File: src/design/skset_pkg.sv
// Shared types and codes for the sorted key set.
`timescale 1ns / 1ps

package skset_pkg;

    localparam int KEY_W   = 32;
    localparam int OP_W    = 2;
    localparam int FIELD_W = 7;

    localparam logic [OP_W-1:0] OP_LOOKUP = 2'd0;
    localparam logic [OP_W-1:0] OP_ADD    = 2'd1;
    localparam logic [OP_W-1:0] OP_REMOVE = 2'd2;

    typedef struct packed {
        logic [OP_W-1:0]  op;
        logic [KEY_W-1:0] key;
    } t_in_item;

    typedef struct packed {
        logic               found;
        logic [FIELD_W-1:0] position;
        logic [FIELD_W-1:0] entries;
        logic               full_reject;
    } t_out_item;

    // Per-cycle command broadcast along the cell row
    typedef struct packed {
        logic cmp;
        logic ins;
        logic del;
    } t_cell_ctrl;

    typedef enum logic [1:0] {
        ST_IDLE,
        ST_CMP,
        ST_ENC,
        ST_UPD
    } t_state;

endpackage

File: src/design/skset_cell.sv
// One slot of the sorted key row: holds a key, compares, shifts with its neighbours.
`timescale 1ns / 1ps

module skset_cell #(
    parameter int KW = 32
) (
    input  logic                  i_clk,
    input  skset_pkg::t_cell_ctrl i_ctrl,
    input  logic                  i_occupied,
    input  logic [KW-1:0]         i_key,
    input  logic [KW-1:0]         i_left_key,
    input  logic [KW-1:0]         i_right_key,
    input  logic                  i_left_gt,
    output logic [KW-1:0]         o_key,
    output logic                  o_gt,
    output logic                  o_eq
);

    logic [KW-1:0] r_key;
    logic          r_gt;
    logic          r_eq;
    logic [KW-1:0] n_key;

    always_comb begin
        n_key = r_key;
        if (i_ctrl.ins && !r_gt) begin
            // first slot not greater than the key takes it, the rest move up
            n_key = i_left_gt ? i_key : i_left_key;
        end else if (i_ctrl.del && !r_gt) begin
            n_key = i_right_key;
        end
    end

    always_ff @(posedge i_clk) begin
        r_key <= n_key;
        if (i_ctrl.cmp) begin
            r_gt <= i_occupied && (r_key > i_key);
            r_eq <= i_occupied && (r_key == i_key);
        end
    end

    assign o_key = r_key;
    assign o_gt  = r_gt;
    assign o_eq  = r_eq;

endmodule

File: config.mk
export PLATFORM = sky130hd
export DESIGN_NAME = skset_cell
export DESIGN_NICKNAME = d
export VERILOG_FILES = /design/src/design/skset_pkg.sv /design/src/design/skset_cell.sv
export SDC_FILE = /design/constraint.sdc
export NUM_CORES = 1
export LEC_CHECK = 0
export BUFFER_PORTS_ARGS = -buffer_cell sky130_fd_sc_hd__buf_2
export CAP_MARGIN = 20
export CORE_ASPECT_RATIO = 1.1
export CORE_MARGIN = 5
export CORE_UTILIZATION = 40
export DETAILED_ROUTE_END_ITERATION = 8
export PLACE_DENSITY = 0.73
export SETUP_SLACK_MARGIN = 0.15
export SKIP_LAST_GASP = 1
export SYNTH_ARGS = -nofsm -noshare
export SYNTH_HDL_FRONTEND = slang
export SYNTH_SLANG_ARGS = --single-unit
File: constraint.sdc
create_clock -name i_clk -period 3.1 [get_ports i_clk]
set_input_delay 0.465 -clock i_clk [delete_from_list [all_inputs] [get_ports i_clk]]
set_output_delay 0.465 -clock i_clk [all_outputs]
set_load 0.05 [all_outputs]
# Yosys cells after proc, flatten, opt, wreduce, memory -nomap -nowiden
# Index checks and enable logic that the tools add are counted.
[word_totals]
ff_bits = 34
latch_bits = 0
ram_bits = 0
romBits = 0
input_bits = 102
output_inout_bits = 34
word_cells = 14
mem_count = 0
[op_classes]
n_addsub = 0
multipliers = 0
n_div = 0
order_cmp = 1
n_eq_ne = 1
n_shift = 0
n_mux = 3
bitwise = 0
n_reduce_logical = 6
[op_table]
columns = ["op", "count"]
rows = [
  ["2-to-1 mux 32 bit", 3],
  ["equality test 32 bit", 1],
  ["> comparator 32 bit", 1],
  ["logical AND 1 bit", 4],
  ["nonzero test 2 bit", 1],
  ["zero test 1 bit", 1],
]

# Longest topological paths before layout
# Gate-level depths: netlist of the first run.
[depth]
ltp_word = 4
depth_mapped = 7
mapped_depth_nobuf = 7

# Worst setup path after synthesis of the first run
# OpenSTA, ideal clock, no wires.
[synth_path]
path_kind = "reg-to-reg"
startpoint = "register r_gt, in the netlist o_gt"
endpoint = "register r_key[0], in the netlist o_key[0], enable pin"
setup_ns = 0.422
arrival_time_ns = 2.058
t_required_ns = 2.678
slack_ns = 0.620
stages_incl_launch_ff = 2
n_path_buf = 0
period_less_slack_ns = 2.480
cell_sequence = "edfxtp_1 > nor2_1"
[synth_between]
elab_chain_len = 3
word_cells_on_any_way = 4
classes_between = "reduce/logical: 4"
[synth_lines]
columns = ["element", "line_no", "text"]
rows = [
  ["start: declaration", "skset_cell.sv:20", "logic r_gt;"],
  ["start signal: assignment", "skset_cell.sv:37", "r_gt <= i_occupied && (r_key > i_key);"],
  ["zero test 1 bit *", "skset_cell.sv:26, skset_cell.sv:29", ""],
  ["logical AND 1 bit (on tied branches)", "skset_cell.sv:26, skset_cell.sv:29", ""],
  ["nonzero test 2 bit (no line) *", "--", ""],
  ["end signal: assignment", "skset_cell.sv:35", "r_key <= n_key;"],
  ["end: declaration", "skset_cell.sv:19", "logic [KW-1:0] r_key;"],
]
# Every way passes the cells marked *; elsewhere a longest branch is shown, timed or not.
# A chain may end at the register's enable or synchronous reset.

# Worst setup path after layout of the first run
[layout_path]
startpoint = "register r_key[25], in the netlist o_key[25]"
endpoint = "register r_gt, in the netlist o_gt, data pin"
[layout_between]
elab_chain_len = 2
[layout_lines]
columns = ["element", "line_no"]
rows = [
  ["> comparator 32 bit", "skset_cell.sv:37"],
  ["logical AND 1 bit", "skset_cell.sv:37"],
]
# Every way passes these cells.

==> qor.csv, run 1 <==
stage,metric,value,unit
clocking,clockBufferDepth,2,
job,cap_violations,0,
worst_setup_path,cp-start-kind,flip-flop,
die,dieArea,8030,µm²
logic_synthesis,seq_area_frac_synth,40.3,%
logic_synthesis,yosys.area_share.simple,11.0,%
die,ios,136,
sta,worst_pin_slew,988,ps
logic_synthesis,synth_top_flop_cell,edfxtp_1,
clocking,postCtsHoldBufs,0,
routing,first_iter_violations,47,
sta,rsz0062_at_grt,no,
layout,final_area,3350,µm²
min_path,min-delay-start,i_ctrl[2],
pwr,intPower,0.887,mW
global_routing,grt_max_degree,65,
placement,routabilityCongestion,0.777,
routing,drt-total-wl,6450,µm
pwr,ir_worst_vdd,163,µV
logic_synthesis,synthTopCellsByArea,"edfxtp_1 40%, ha_1 16%, mux2i_1 13%",
worst_setup_path,worstReg2RegStart,o_key[25]$_DFFE_PP_,
worst_setup_path,worstPathMaxFanout,3,
placement,placed_area,3280,µm²
layout,postLayoutCoreUtil,54.5,%
logic_synthesis,synth_top_cells_by_count,"36 x nand2_1, 35 x inv_1, 34 x edfxtp_1",
clocking,insertion_delay,280,ps
logic_synthesis,synth_compound_area_share,13.2,%
pwr,power.switching,0.510,mW
die,start_util,41.2,%
clocking,clock-sinks,34,
sta,hold_viol,0,
layout,nets,525,
pwr,swShare,36.5,%
global_routing,grt_pass1_vias,2376,
global_routing,antenna_found_initial,0,
sta,slew_violations,0,
pwr,leakage,1.79,nW
logic_synthesis,synth_cells,259,
logic_synthesis,synth_seq_cells,34,
logic_synthesis,post-synth-top-count-cell,nand2_1,
logic_synthesis,syn_nets,393,
logic_synthesis,synth_xor_area_share,0,%
min_path,min_to,o_eq$_DFFE_PP_,
global_routing,grt_pass1_wl,10200,µm
logic_synthesis,ys_types,30,
logic_synthesis,synth_top_area_cell,edfxtp_1,
pwr,clockPowerShare,21.2,%
worst_setup_path,crit_path_end_kind,flip-flop,
routing,wl_per_cell,13.7,µm
status,status,"complete, no violations",
worst_setup_path,rr_worst_depth,6,
logic_synthesis,synth_top_family_by_area,adder cells,
logic_synthesis,yosysWarnings,0,
sta,clock-skew-final,2.25,ps
logic_synthesis,synth_edf_count,34,
worst_setup_path,cp.required,3130,ps
die,core,6160,µm²
logic_synthesis,syn_area,2530,µm²
clocking,cts_tree,done,
sta,period_needed,1840,ps
logic_synthesis,ys_async_sr_fraction,0,%
clocking,clkTransAtPathRegs,60,ps
min_path,min_path_cells,1,
logic_synthesis,synthAdderAreaFrac,15.8,%
clocking,cts-resized-gates,0,
sta,slew-limit-headroom,34.1,%
logic_synthesis,syn_area_per_cell,9.78,µm²
layout,synthToLayoutAreaGrowth,32.3,%
placement,place_hpwl,5320,µm
layout,drive_gt1_share,37.9,%
worst_setup_path,r2r_setup_slack,1260,ps
routing,ant_nets,0,
clocking,cts_htree_levels,2,
clocking,cts-root-buf,clkbuf_8,
worst_setup_path,crit_type,reg -> reg,
placement,portBuffers,135,
sta,fmax,0.543,GHz
logic_synthesis,synthMuxAreaShare,12.6,%
pwr,power_frac_seq,42.5,%
sta,hold_ws,421,ps
routing,first_pass_iters,4,
clocking,cts_buffers,5,
routing,drcViolationCount,0,
die,rows,30,
worst_setup_path,cp.arrival,1870,ps
die,fp.dieH,93.5,µm
min_path,hold_path.class,in -> reg,
routing,vias,2342,
routing,drt-vias-per-instance,4.98,
layout,antenna_cells,0,
pwr,p_per_area,417,nW/µm²
logic_synthesis,netlist.area_leader.share,40.3,%
sta,setup_viol,0,
pwr,pwr-share-comb,36.2,%
clocking,cts_setup_buffers,0,
sta,fin_tns_setup,0,ps
die,dieWidth,85.9,µm
sta,timing.final.crit_share,59.4,%
worst_setup_path,r2r-end,o_gt$_DFFE_PP_,
global_routing,grt_use_total,15.8,%
global_routing,overflow,0,
==> logic make-up (layout without fill, tap and decap cells) <==
logic type | count (synthesis) | count (layout)
flip-flops | 34 | 34
AO/OA/AOI/OAI | 58 | 58
AND/OR/NAND/NOR | 57 | 57
multiplexers | 32 | 32
buffers and inverters | 46 | 177
adder cells (fa/ha/maj) | 32 | 32
==> worst max-delay path by stage <==
stage                   startpoint                  end  slack (ps)
2_1_floorplan       o_gt$_DFFE_PP_   o_key[0]$_DFFE_PP_         620
3_5_place_dp             i_key[23]       o_gt$_DFFE_PP_        1020
4_1_cts        o_key[25]$_DFFE_PP_       o_gt$_DFFE_PP_        1210
3_3_place_gp             i_key[30]       o_gt$_DFFE_PP_        1030
6_report       o_key[25]$_DFFE_PP_       o_gt$_DFFE_PP_        1260
5_1_grt             o_gt$_DFFE_PP_  o_key[11]$_DFFE_PP_        1050
==> power groups by stage <==
stage / combinational (mW) / clock [mW] / sequential (mW)
floorplan: 0.195 / 0 / 0.758
global placement: 0.502 / 0 / 0.601
detailed placement: 0.512 / 0 / 0.605
CTS: 0.514 / 0.305 / 0.595
global route: 0.558 / 0.320 / 0.600
finish: 0.506 / 0.297 / 0.594
==> sequential cells by signal, indices dropped and copies added (netlist names) <==
signal and count:
o_eq 1, o_gt 1, o_key 32
==> critical path, stage by stage, from the launching register on <==
cell and delay [ps]:
edfxtp_1 390, ha_1 310, nand4_1 170, nor4_2 430, nand3_1 150, nand2_1 100, a21oi_1 40
==> layout by cell type (no fill, tap or decap) <==
master,netlist,layout
nand2b_2,0,1
nor2b_1,1,1
a221o_1,1,1
nand3_1,4,4
buf_2,5,135
o221ai_1,1,1
buf_4,0,1
a41o_1,1,1
clkbuf_8,0,5
edfxtp_1,34,34
ha_1,32,32
nor3_1,1,1
o211ai_1,1,1
a211oi_2,1,1
o21ai_0,33,33
nor2_4,0,1
nor3_2,1,1
inv_1,35,35
a21o_1,4,4
o31ai_1,1,1
nor2_1,4,3
nor4_2,1,1
nand4_4,1,1
nand4_1,6,6
and4_1,1,1
nand2_1,36,36
a21oi_1,11,11
clkinv_1,0,1
a21oi_2,1,1
a21boi_1,1,1
a211oi_1,1,1
mux2i_1,32,32
o21ai_1,1,1
==> area by class of cell <==
type / instances / area (µm²)
fillers: 585 / 2800
clock buffers: 5 / 68.8
multi-input cells: 179 / 1340
inverters: 35 / 131
well taps: 80 / 100
clock inverters: 1 / 3.75
repair buffers: 136 / 683
flip-flops and latches: 34 / 1020
==> stage by stage <==
stage	setup WS (ps)	std cells	total power, mW
finish	1260	470	1.40
global route	1050	470	1.48
CTS	1210	470	1.41
detailed placement	1020	464	1.12
global placement	1030	464	1.10
floorplan	620	259	0.953
==> layer usage <==
layer / global-route usage [%] / routed length (µm)
met1: 16.8 / 2420
met3: 5.11 / 638
met5: 0 / 0
met2: 29.6 / 3330
met4: 4.09 / 68
No activity file was read; power rests on OpenSTA's default activity.
==> run 2: changes to the inputs <==
--- a/config.mk
+++ b/config.mk
@@ -5,13 +5,14 @@
 export SDC_FILE = /design/constraint.sdc
 export NUM_CORES = 1
 export LEC_CHECK = 0
+export ABC_AREA = 1
 export BUFFER_PORTS_ARGS = -buffer_cell sky130_fd_sc_hd__buf_2
 export CAP_MARGIN = 20
 export CORE_ASPECT_RATIO = 1.1
 export CORE_MARGIN = 5
 export CORE_UTILIZATION = 40
 export DETAILED_ROUTE_END_ITERATION = 8
-export PLACE_DENSITY = 0.73
+export PLACE_DENSITY = 0.7
 export SETUP_SLACK_MARGIN = 0.15
 export SKIP_LAST_GASP = 1
 export SYNTH_ARGS = -nofsm -noshare
==> constraint.sdc (replaced) <==
create_clock -name i_clk -period 1.7 [get_ports i_clk]
set_input_delay 0.255 -clock i_clk [delete_from_list [all_inputs] [get_ports i_clk]]
set_output_delay 0.255 -clock i_clk [all_outputs]
set_load 0.05 [all_outputs]
==> run 2 against run 1 <==
Against the previous run: via count grew 11%; total power grew 99%; worst setup slack got worse by 1200 ps; global-route usage up 1.3 points; sequential power grew 82%; area after synthesis is 17% higher; critical path depth up 2.
==> qor.csv, run 2 <==
stage,metric,value,unit,change
die,dieArea,9210,µm²,+15%
layout,postLayoutCoreUtil,54.3,%,-0.15 points
logic_synthesis,post-synth-top-count-cell,nand2_1,,
die,core,7130,µm²,+16%
sta,worst_pin_slew,309,ps,-679 ps
logic_synthesis,yosysWarnings,0,,unchanged
worst_setup_path,crit_path_end_kind,flip-flop,,
sta,slew-limit-headroom,79.4,%,+45 points
sta,fin_tns_setup,0,ps,unchanged
worst_setup_path,worstReg2RegStart,o_key[27]$_DFFE_PP_,,
logic_synthesis,ys_async_sr_fraction,0,%,unchanged
routing,first_pass_iters,4,,unchanged
pwr,clockPowerShare,20.7,%,-0.5 points
sta,period_needed,1620,ps,-226 ps
layout,synthToLayoutAreaGrowth,30.9,%,
global_routing,grt_pass1_vias,2755,,+16%
logic_synthesis,syn_area,2960,µm²,+17%
pwr,ir_worst_vdd,347,µV,+110%
worst_setup_path,crit_type,reg -> reg,,
placement,portBuffers,135,,unchanged
sta,fmax,0.619,GHz,+14%
die,ios,136,,unchanged
pwr,intPower,1.71,mW,+93%
layout,nets,594,,+13%
global_routing,grt_pass1_wl,12600,µm,+24%
logic_synthesis,ys_types,22,,-27%
logic_synthesis,syn_nets,458,,+17%
placement,place_hpwl,6230,µm,+17%
layout,drive_gt1_share,47.8,%,+9.9 points
worst_setup_path,worstPathMaxFanout,2,,-1
sta,setup_viol,0,,unchanged
placement,routabilityCongestion,0.758,,-2.4%
routing,drt-vias-per-instance,4.77,,-4.3%
clocking,cts-root-buf,clkbuf_8,,
clocking,cts_buffers,5,,unchanged
logic_synthesis,synth_top_flop_cell,edfxtp_1,,
layout,mostFrequentLayoutCell,buf_2,,
sta,timing.final.crit_share,95.1,%,+36 points
worst_setup_path,crit_path_start,o_key[27]$_DFFE_PP_,,
logic_synthesis,synth_edf_count,34,,unchanged
routing,ant_nets,0,,unchanged
die,start_util,41.5,%,+0.33 points
status,status,"complete, no violations",,
clocking,clkTransAtPathRegs,70,ps,about the same
global_routing,grt_max_degree,33,,-49%
routing,vias,2599,,+11%
routing,drcViolationCount,0,,unchanged
die,fp.dieH,100,µm,+7.2%
worst_setup_path,rr_worst_depth,8,,+2
logic_synthesis,netlist.area_leader.share,34.5,%,-5.8 points
job,cap_violations,0,,unchanged
pwr,power_frac_seq,39.1,%,-3.4 points
sta,clock-skew-final,7.19,ps,+4.94 ps
layout,largest_reg_flops,32,,unchanged
layout,final_cell_mix,"135 x buf_2, 98 x nand2_1, 41 x inv_1",,
logic_synthesis,seq_area_frac_synth,34.5,%,-5.8 points
pwr,finalPower,2.77,mW,+99%
logic_synthesis,syn_area_per_cell,9.13,µm²,-6.7%
pwr,p_per_area,717,nW/µm²,+72%
pwr,power.switching,1.06,mW,+110%
global_routing,overflow,0,,unchanged
min_path,hold_path.class,in -> reg,,
die,rows,32,,+6.7%
logic_synthesis,synthTopCellsByArea,"edfxtp_1 35%, ha_1 14%, nand2_1 13%",,
clocking,cts_tree,done,,
logic_synthesis,synth_seq_cells,34,,unchanged
worst_setup_path,cp.arrival,1660,ps,-210 ps
layout,antenna_cells,0,,unchanged
routing,wl_per_cell,14.1,µm,+2.8%
pwr,leakage,1.85,nW,+3.7%
logic_synthesis,synth_cells,324,,+25%
global_routing,grt_use_total,17.1,%,+1.3 points
routing,drt-total-wl,7690,µm,+19%
sta,slew_violations,0,,unchanged
sta,rsz0062_at_grt,yes,,
routing,first_iter_violations,49,,+4.3%
pwr,pwr-share-comb,40.2,%,+4.0 points
sta,hold_viol,0,,unchanged
placement,placed_area,3710,µm²,+13%
global_routing,antenna_found_initial,1,,+1
worst_setup_path,cp.required,1740,ps,-1390 ps
die,dieWidth,92.0,µm,+7.1%
layout,n_fill_cell,688,,+18%
clocking,insertion_delay,290,ps,about the same
clocking,cts_htree_levels,2,,unchanged
logic_synthesis,synth_top_cells_by_count,"101 x nand2_1, 41 x inv_1, 34 x edfxtp_1",,
worst_setup_path,cp-endpoint,o_gt$_DFFE_PP_,,
clocking,clock-sinks,34,,unchanged
pwr,swShare,38.2,%,+1.8 points
worst_setup_path,cp-start-kind,flip-flop,,
worst_setup_path,r2r-end,o_gt$_DFFE_PP_,,
clocking,clockBufferDepth,2,,unchanged
worst_setup_path,r2r_setup_slack,80,ps,-1170 ps
logic_synthesis,synth_top_area_cell,edfxtp_1,,
layout,final_area,3870,µm²,+15%
-- run 2: changes by cell type in the layout (fill, tap and decap cells not counted), moves of 6 or more --
cell	delta
a31oi_2	+17
a31oi_4	+11
inv_1	+6
o21ai_0	-31
nor2_1	+8
nor2_2	+31
mux2i_1	-32
nand2_1	+62
-- run 2: metrics by stage --
stage | instances | hold WS (ps) | worst slack, ps
floorplan | 324 | 367 | -110
global placement | 537 | 483 | 64.2
detailed placement | 537 | 494 | -33.4
CTS | 544 | 188 | 31.2
global route | 545 | 194 | -56.4
finish | 545 | 197 | 83.3
-- run 2: layer usage --
| metal | wire length (µm) | GRT usage, % | up-vias |
|---|---|---|---|
| met3 | 486 | 4.27 | 10 |
| met2 | 4030 | 30.8 | 70 |
| met5 | 7 | 0 | - |
| met4 | 111 | 4.91 | 2 |
| met1 | 3060 | 20.0 | 1165 |
| li1 | - | - | 1352 |
-- run 2: cells by family after synthesis --
logic type	after synthesis	share of synthesized area [%]
flops	34	34.5
compound gates	52	19.6
simple gates	150	22.4
fa+ha+maj	32	13.5
buf+inv	56	9.94
-- run 2: layout make-up --
type | instances | area, µm² | share of cell area, %
clock buffer | 7 | 76.3 | 1.97
inverter | 43 | 161 | 4.17
tap | 85 | 106 | 2.75
sequential | 34 | 1020 | 26.4
timing repair buffer | 142 | 778 | 20.1
multi-input combinational | 234 | 1730 | 44.6
-- run 2: power groups by stage --
stage	Combinational (mW)	Clock [mW]	Sequential [mW]
5_1_grt	1.23	0.633	1.10
3_5_place_dp	1.09	0	1.10
2_1_floorplan	0.508	0	1.37
6_report	1.12	0.574	1.08
3_3_place_gp	1.07	0	1.09
4_1_cts	1.11	0.602	1.08
-- run 2: repair_timing --
item	in CTS	in global routing
pin swaps	7	7
resized for setup	6	7
buffers inserted	0	1
endpoints found under the setup margin	2	2
hold buffers	0	0
-- run 2: worst max-delay path, stage by stage (launching register included) --
cell      delay [ps]
edfxtp_1         430
ha_4             290
nand2_1           70
nor2_2           140
nand2_2           70
nor2_2           140
nand4_1          120
nand2_1           80
a21oi_1           40
-- run 2: how the worst min path moves through the flow --
stage               from        endpoint  slack (ps)  cells after the start
3_5_place_dp   i_ctrl[2]  o_eq$_DFFE_PP_         490                      1
6_report       i_ctrl[2]  o_gt$_DFFE_PP_         200                      1
5_1_grt        i_ctrl[2]  o_gt$_DFFE_PP_         190                      1
2_1_floorplan  i_ctrl[2]  o_eq$_DFFE_PP_         370                      0
4_1_cts        i_ctrl[2]  o_gt$_DFFE_PP_         190                      1
3_3_place_gp   i_ctrl[2]  o_eq$_DFFE_PP_         480                      1
==> run 3: changes to the inputs <==
--- a/config.mk
+++ b/config.mk
@@ -10,9 +10,8 @@
 export CAP_MARGIN = 20
 export CORE_ASPECT_RATIO = 1.1
 export CORE_MARGIN = 5
-export CORE_UTILIZATION = 40
+export CORE_UTILIZATION = 35
 export DETAILED_ROUTE_END_ITERATION = 8
-export PLACE_DENSITY = 0.7
 export SETUP_SLACK_MARGIN = 0.15
 export SKIP_LAST_GASP = 1
 export SYNTH_ARGS = -nofsm -noshare
==> run 3 against run 2 <==
Against the previous run: clock skew rose by 2.1 ps; utilization fell by 7.1 points; via count about the same; flip-flop and latch count stayed put; critical path type unchanged; largest cell class unchanged; highest routed layer is now met4.
==> qor.csv, run 3 (synthesized netlist as in run 2, its figures left out) <==
stage,metric,value,unit,change
worst_setup_path,crit_type,reg -> reg,,
die,core,8320,µm²,+17%
layout,final-instance-count-excl-fill,575,,+5.5%
clocking,clock-sinks,34,,unchanged
sta,rsz0062_at_grt,yes,,
worst_setup_path,crit_path_end_kind,flip-flop,,
clocking,insertion_delay,280,ps,about the same
clocking,cts_buffers,5,,unchanged
sta,timing.final.crit_share,96.7,%,+1.7 points
sta,setup_viol,0,,unchanged
worst_setup_path,path_buf_inv,0,,unchanged
job,cap_violations,0,,unchanged
pwr,leakage,1.87,nW,+1.0%
layout,antenna_cells,0,,unchanged
routing,ant_nets,0,,unchanged
worst_setup_path,r2r_setup_slack,60,ps,-30 ps
global_routing,grt_use_total,14.3,%,-2.8 points
layout,n_fill_cell,837,,+22%
worst_setup_path,crit_chain,ha_4 -> nand2_4 -> nor2_4 -> nand4_1 -> nor2_2 -> nand4_1 -> nand2_1 -> a21oi_1,,
clocking,postCtsHoldBufs,0,,unchanged
worst_setup_path,cpMaxStageDelayCell,edfxtp_1,,
worst_setup_path,crit_path_start,o_key[23]$_DFFE_PP_,,
pwr,p_per_area,711,nW/µm²,-0.84%
worst_setup_path,cpMostUsedCell,nand4_1,,
die,ios,136,,unchanged
clocking,cts_htree_levels,2,,unchanged
worst_setup_path,cp.required,1730,ps,about the same
routing,wl_per_cell,13.1,µm,-7.0%
global_routing,grt_pass1_vias,2632,,-4.5%
sta,hold_ws,191,ps,-6.22 ps
worst_setup_path,r2r-end,o_gt$_DFFE_PP_,,
global_routing,overflow,0,,unchanged
routing,drt-vias-per-instance,4.52,,-5.2%
placement,routabilityCongestion,0.799,,+5.4%
routing,first_iter_violations,62,,+27%
clocking,clkTransAtPathRegs,80,ps,about the same
layout,drive_gt1_share,47.8,%,about the same
layout,final_cell_mix,"135 x buf_2, 99 x nand2_1, 41 x inv_1",,
die,fp.dieH,106,µm,+6.2%
worst_setup_path,slowest_delay,430,ps,about the same
clocking,cts-root-buf,clkbuf_8,,
routing,first_pass_iters,4,,unchanged
global_routing,grt_pass1_wl,12200,µm,-3.4%
die,start_util,35.5,%,-6.0 points
placement,dpl_worst_slack,-38.9,ps,-5.49 ps
placement,place_inst,564,,+5.0%
sta,period_needed,1640,ps,+28.1 ps
min_path,min-delay-start,i_ctrl[2],,
layout,nets,597,,+0.51%
placement,portBuffers,135,,unchanged
worst_setup_path,cp-start-kind,flip-flop,,
clocking,clockBufferDepth,2,,unchanged
min_path,min_to,o_eq$_DFFE_PP_,,
sta,clock-skew-final,9.29,ps,+2.10 ps
pwr,ir_worst_vdd,317,µV,-8.5%
worst_setup_path,worstReg2RegStart,o_key[23]$_DFFE_PP_,,
worst_setup_path,worstPathMaxFanout,2,,unchanged
global_routing,antenna_found_initial,0,,-1
layout,mostFrequentLayoutCell,buf_2,,
sta,slew-limit-headroom,80.4,%,+1.0 points
layout,postLayoutCoreUtil,47.2,%,-7.1 points
die,rows,35,,+9.4%
sta,worst_pin_slew,294,ps,-15.0 ps
min_path,min_path_cells,1,,unchanged
die,dieArea,10400,µm²,+13%
sta,slew_violations,0,,unchanged
clocking,cts_tree,done,,
routing,vias,2600,,+0.038%
routing,drcViolationCount,0,,unchanged
layout,largest_reg_flops,32,,unchanged
sta,fmax,0.608,GHz,-1.7%
worst_setup_path,cp.arrival,1680,ps,+20 ps
pwr,finalPower,2.79,mW,+0.57%
sta,setup_ws,55.3,ps,-28.1 ps
global_routing,grt_max_degree,35,,+6.1%
routing,drt-total-wl,7550,µm,-1.9%
worst_setup_path,rr_worst_depth,8,,unchanged
status,status,"complete, no violations",,
placement,place_hpwl,5960,µm,-4.3%
die,dieWidth,97.6,µm,+6.2%
min_path,hold_path.class,in -> reg,,
sta,hold_viol,0,,unchanged
worst_setup_path,critical-path-top-delay-family,simple AND/OR/NAND/NOR gates,,
layout,synthToLayoutAreaGrowth,32.8,%,
## run 3: cell types whose count changed in the layout (fill, tap and decap cells not counted), sizes merged
cell    change
buf         +3
clkinv      +2
clkbuf      -1
## run 3: worst max-delay path by stage
stage	depth (start not counted)	end	slack [ps]
floorplan	8	o_gt$_DFFE_PP_	-110
global placement	10	o_gt$_DFFE_PP_	40
detailed placement	8	o_gt$_DFFE_PP_	-40
CTS	8	o_gt$_DFFE_PP_	1
global route	8	o_gt$_DFFE_PP_	-80
finish	8	o_gt$_DFFE_PP_	60
## run 3: repair_timing
action | 4_1_cts | 5_1_grt
endpoints found under the hold margin | 0 | 0
setup endpoints to repair | 2 | 2
buffers inserted | 0 | 3
resized for setup | 3 | 9
pin swaps | 4 | 7
## run 3: metrics by stage
step | setup TNS [ps] | instance area (µm²)
floorplan | -110 | 2960
global placement | 0 | 3740
detailed placement | -38.9 | 3740
CTS | 0 | 3820
global route | -82.0 | 3930
finish | 0 | 3930
## run 3: cell type report
type / instances / area (µm²) / share of cell area, %
Clock buffer: 6 / 72.6 / 1.85
Tap cell: 111 / 139 / 3.54
Clock inverter: 2 / 8.76 / 0.223
Timing Repair Buffer: 145 / 788 / 20.1
Sequential cell: 34 / 1020 / 26.0
Inverter: 43 / 161 / 4.11
Multi-Input combinational cell: 234 / 1730 / 44.2
## run 3: metal layers
metal	routed length, µm	track usage [%]	vias to the layer above
met5	0	0	-
met4	64	3.76	0
met3	581	3.94	4
met2	3740	25.4	80
met1	3160	16.9	1164
li1	-	-	1352
## run 3: where the power goes
part           leakage [nW]  internal [mW]  switching [mW]
Clock                0.0426          0.282           0.304
Sequential            0.329           1.03          0.0500
Combinational          1.50          0.399           0.720
Total                  1.87           1.72            1.07
## run 3: worst reg2reg max path, cell delays in order, from the launching register on
cell      delay, ps
edfxtp_1        430
ha_4            310
nand2_4          60
nor2_4          100
nand4_1         110
nor2_2          140
nand4_1         110
nand2_1          90
a21oi_1          40
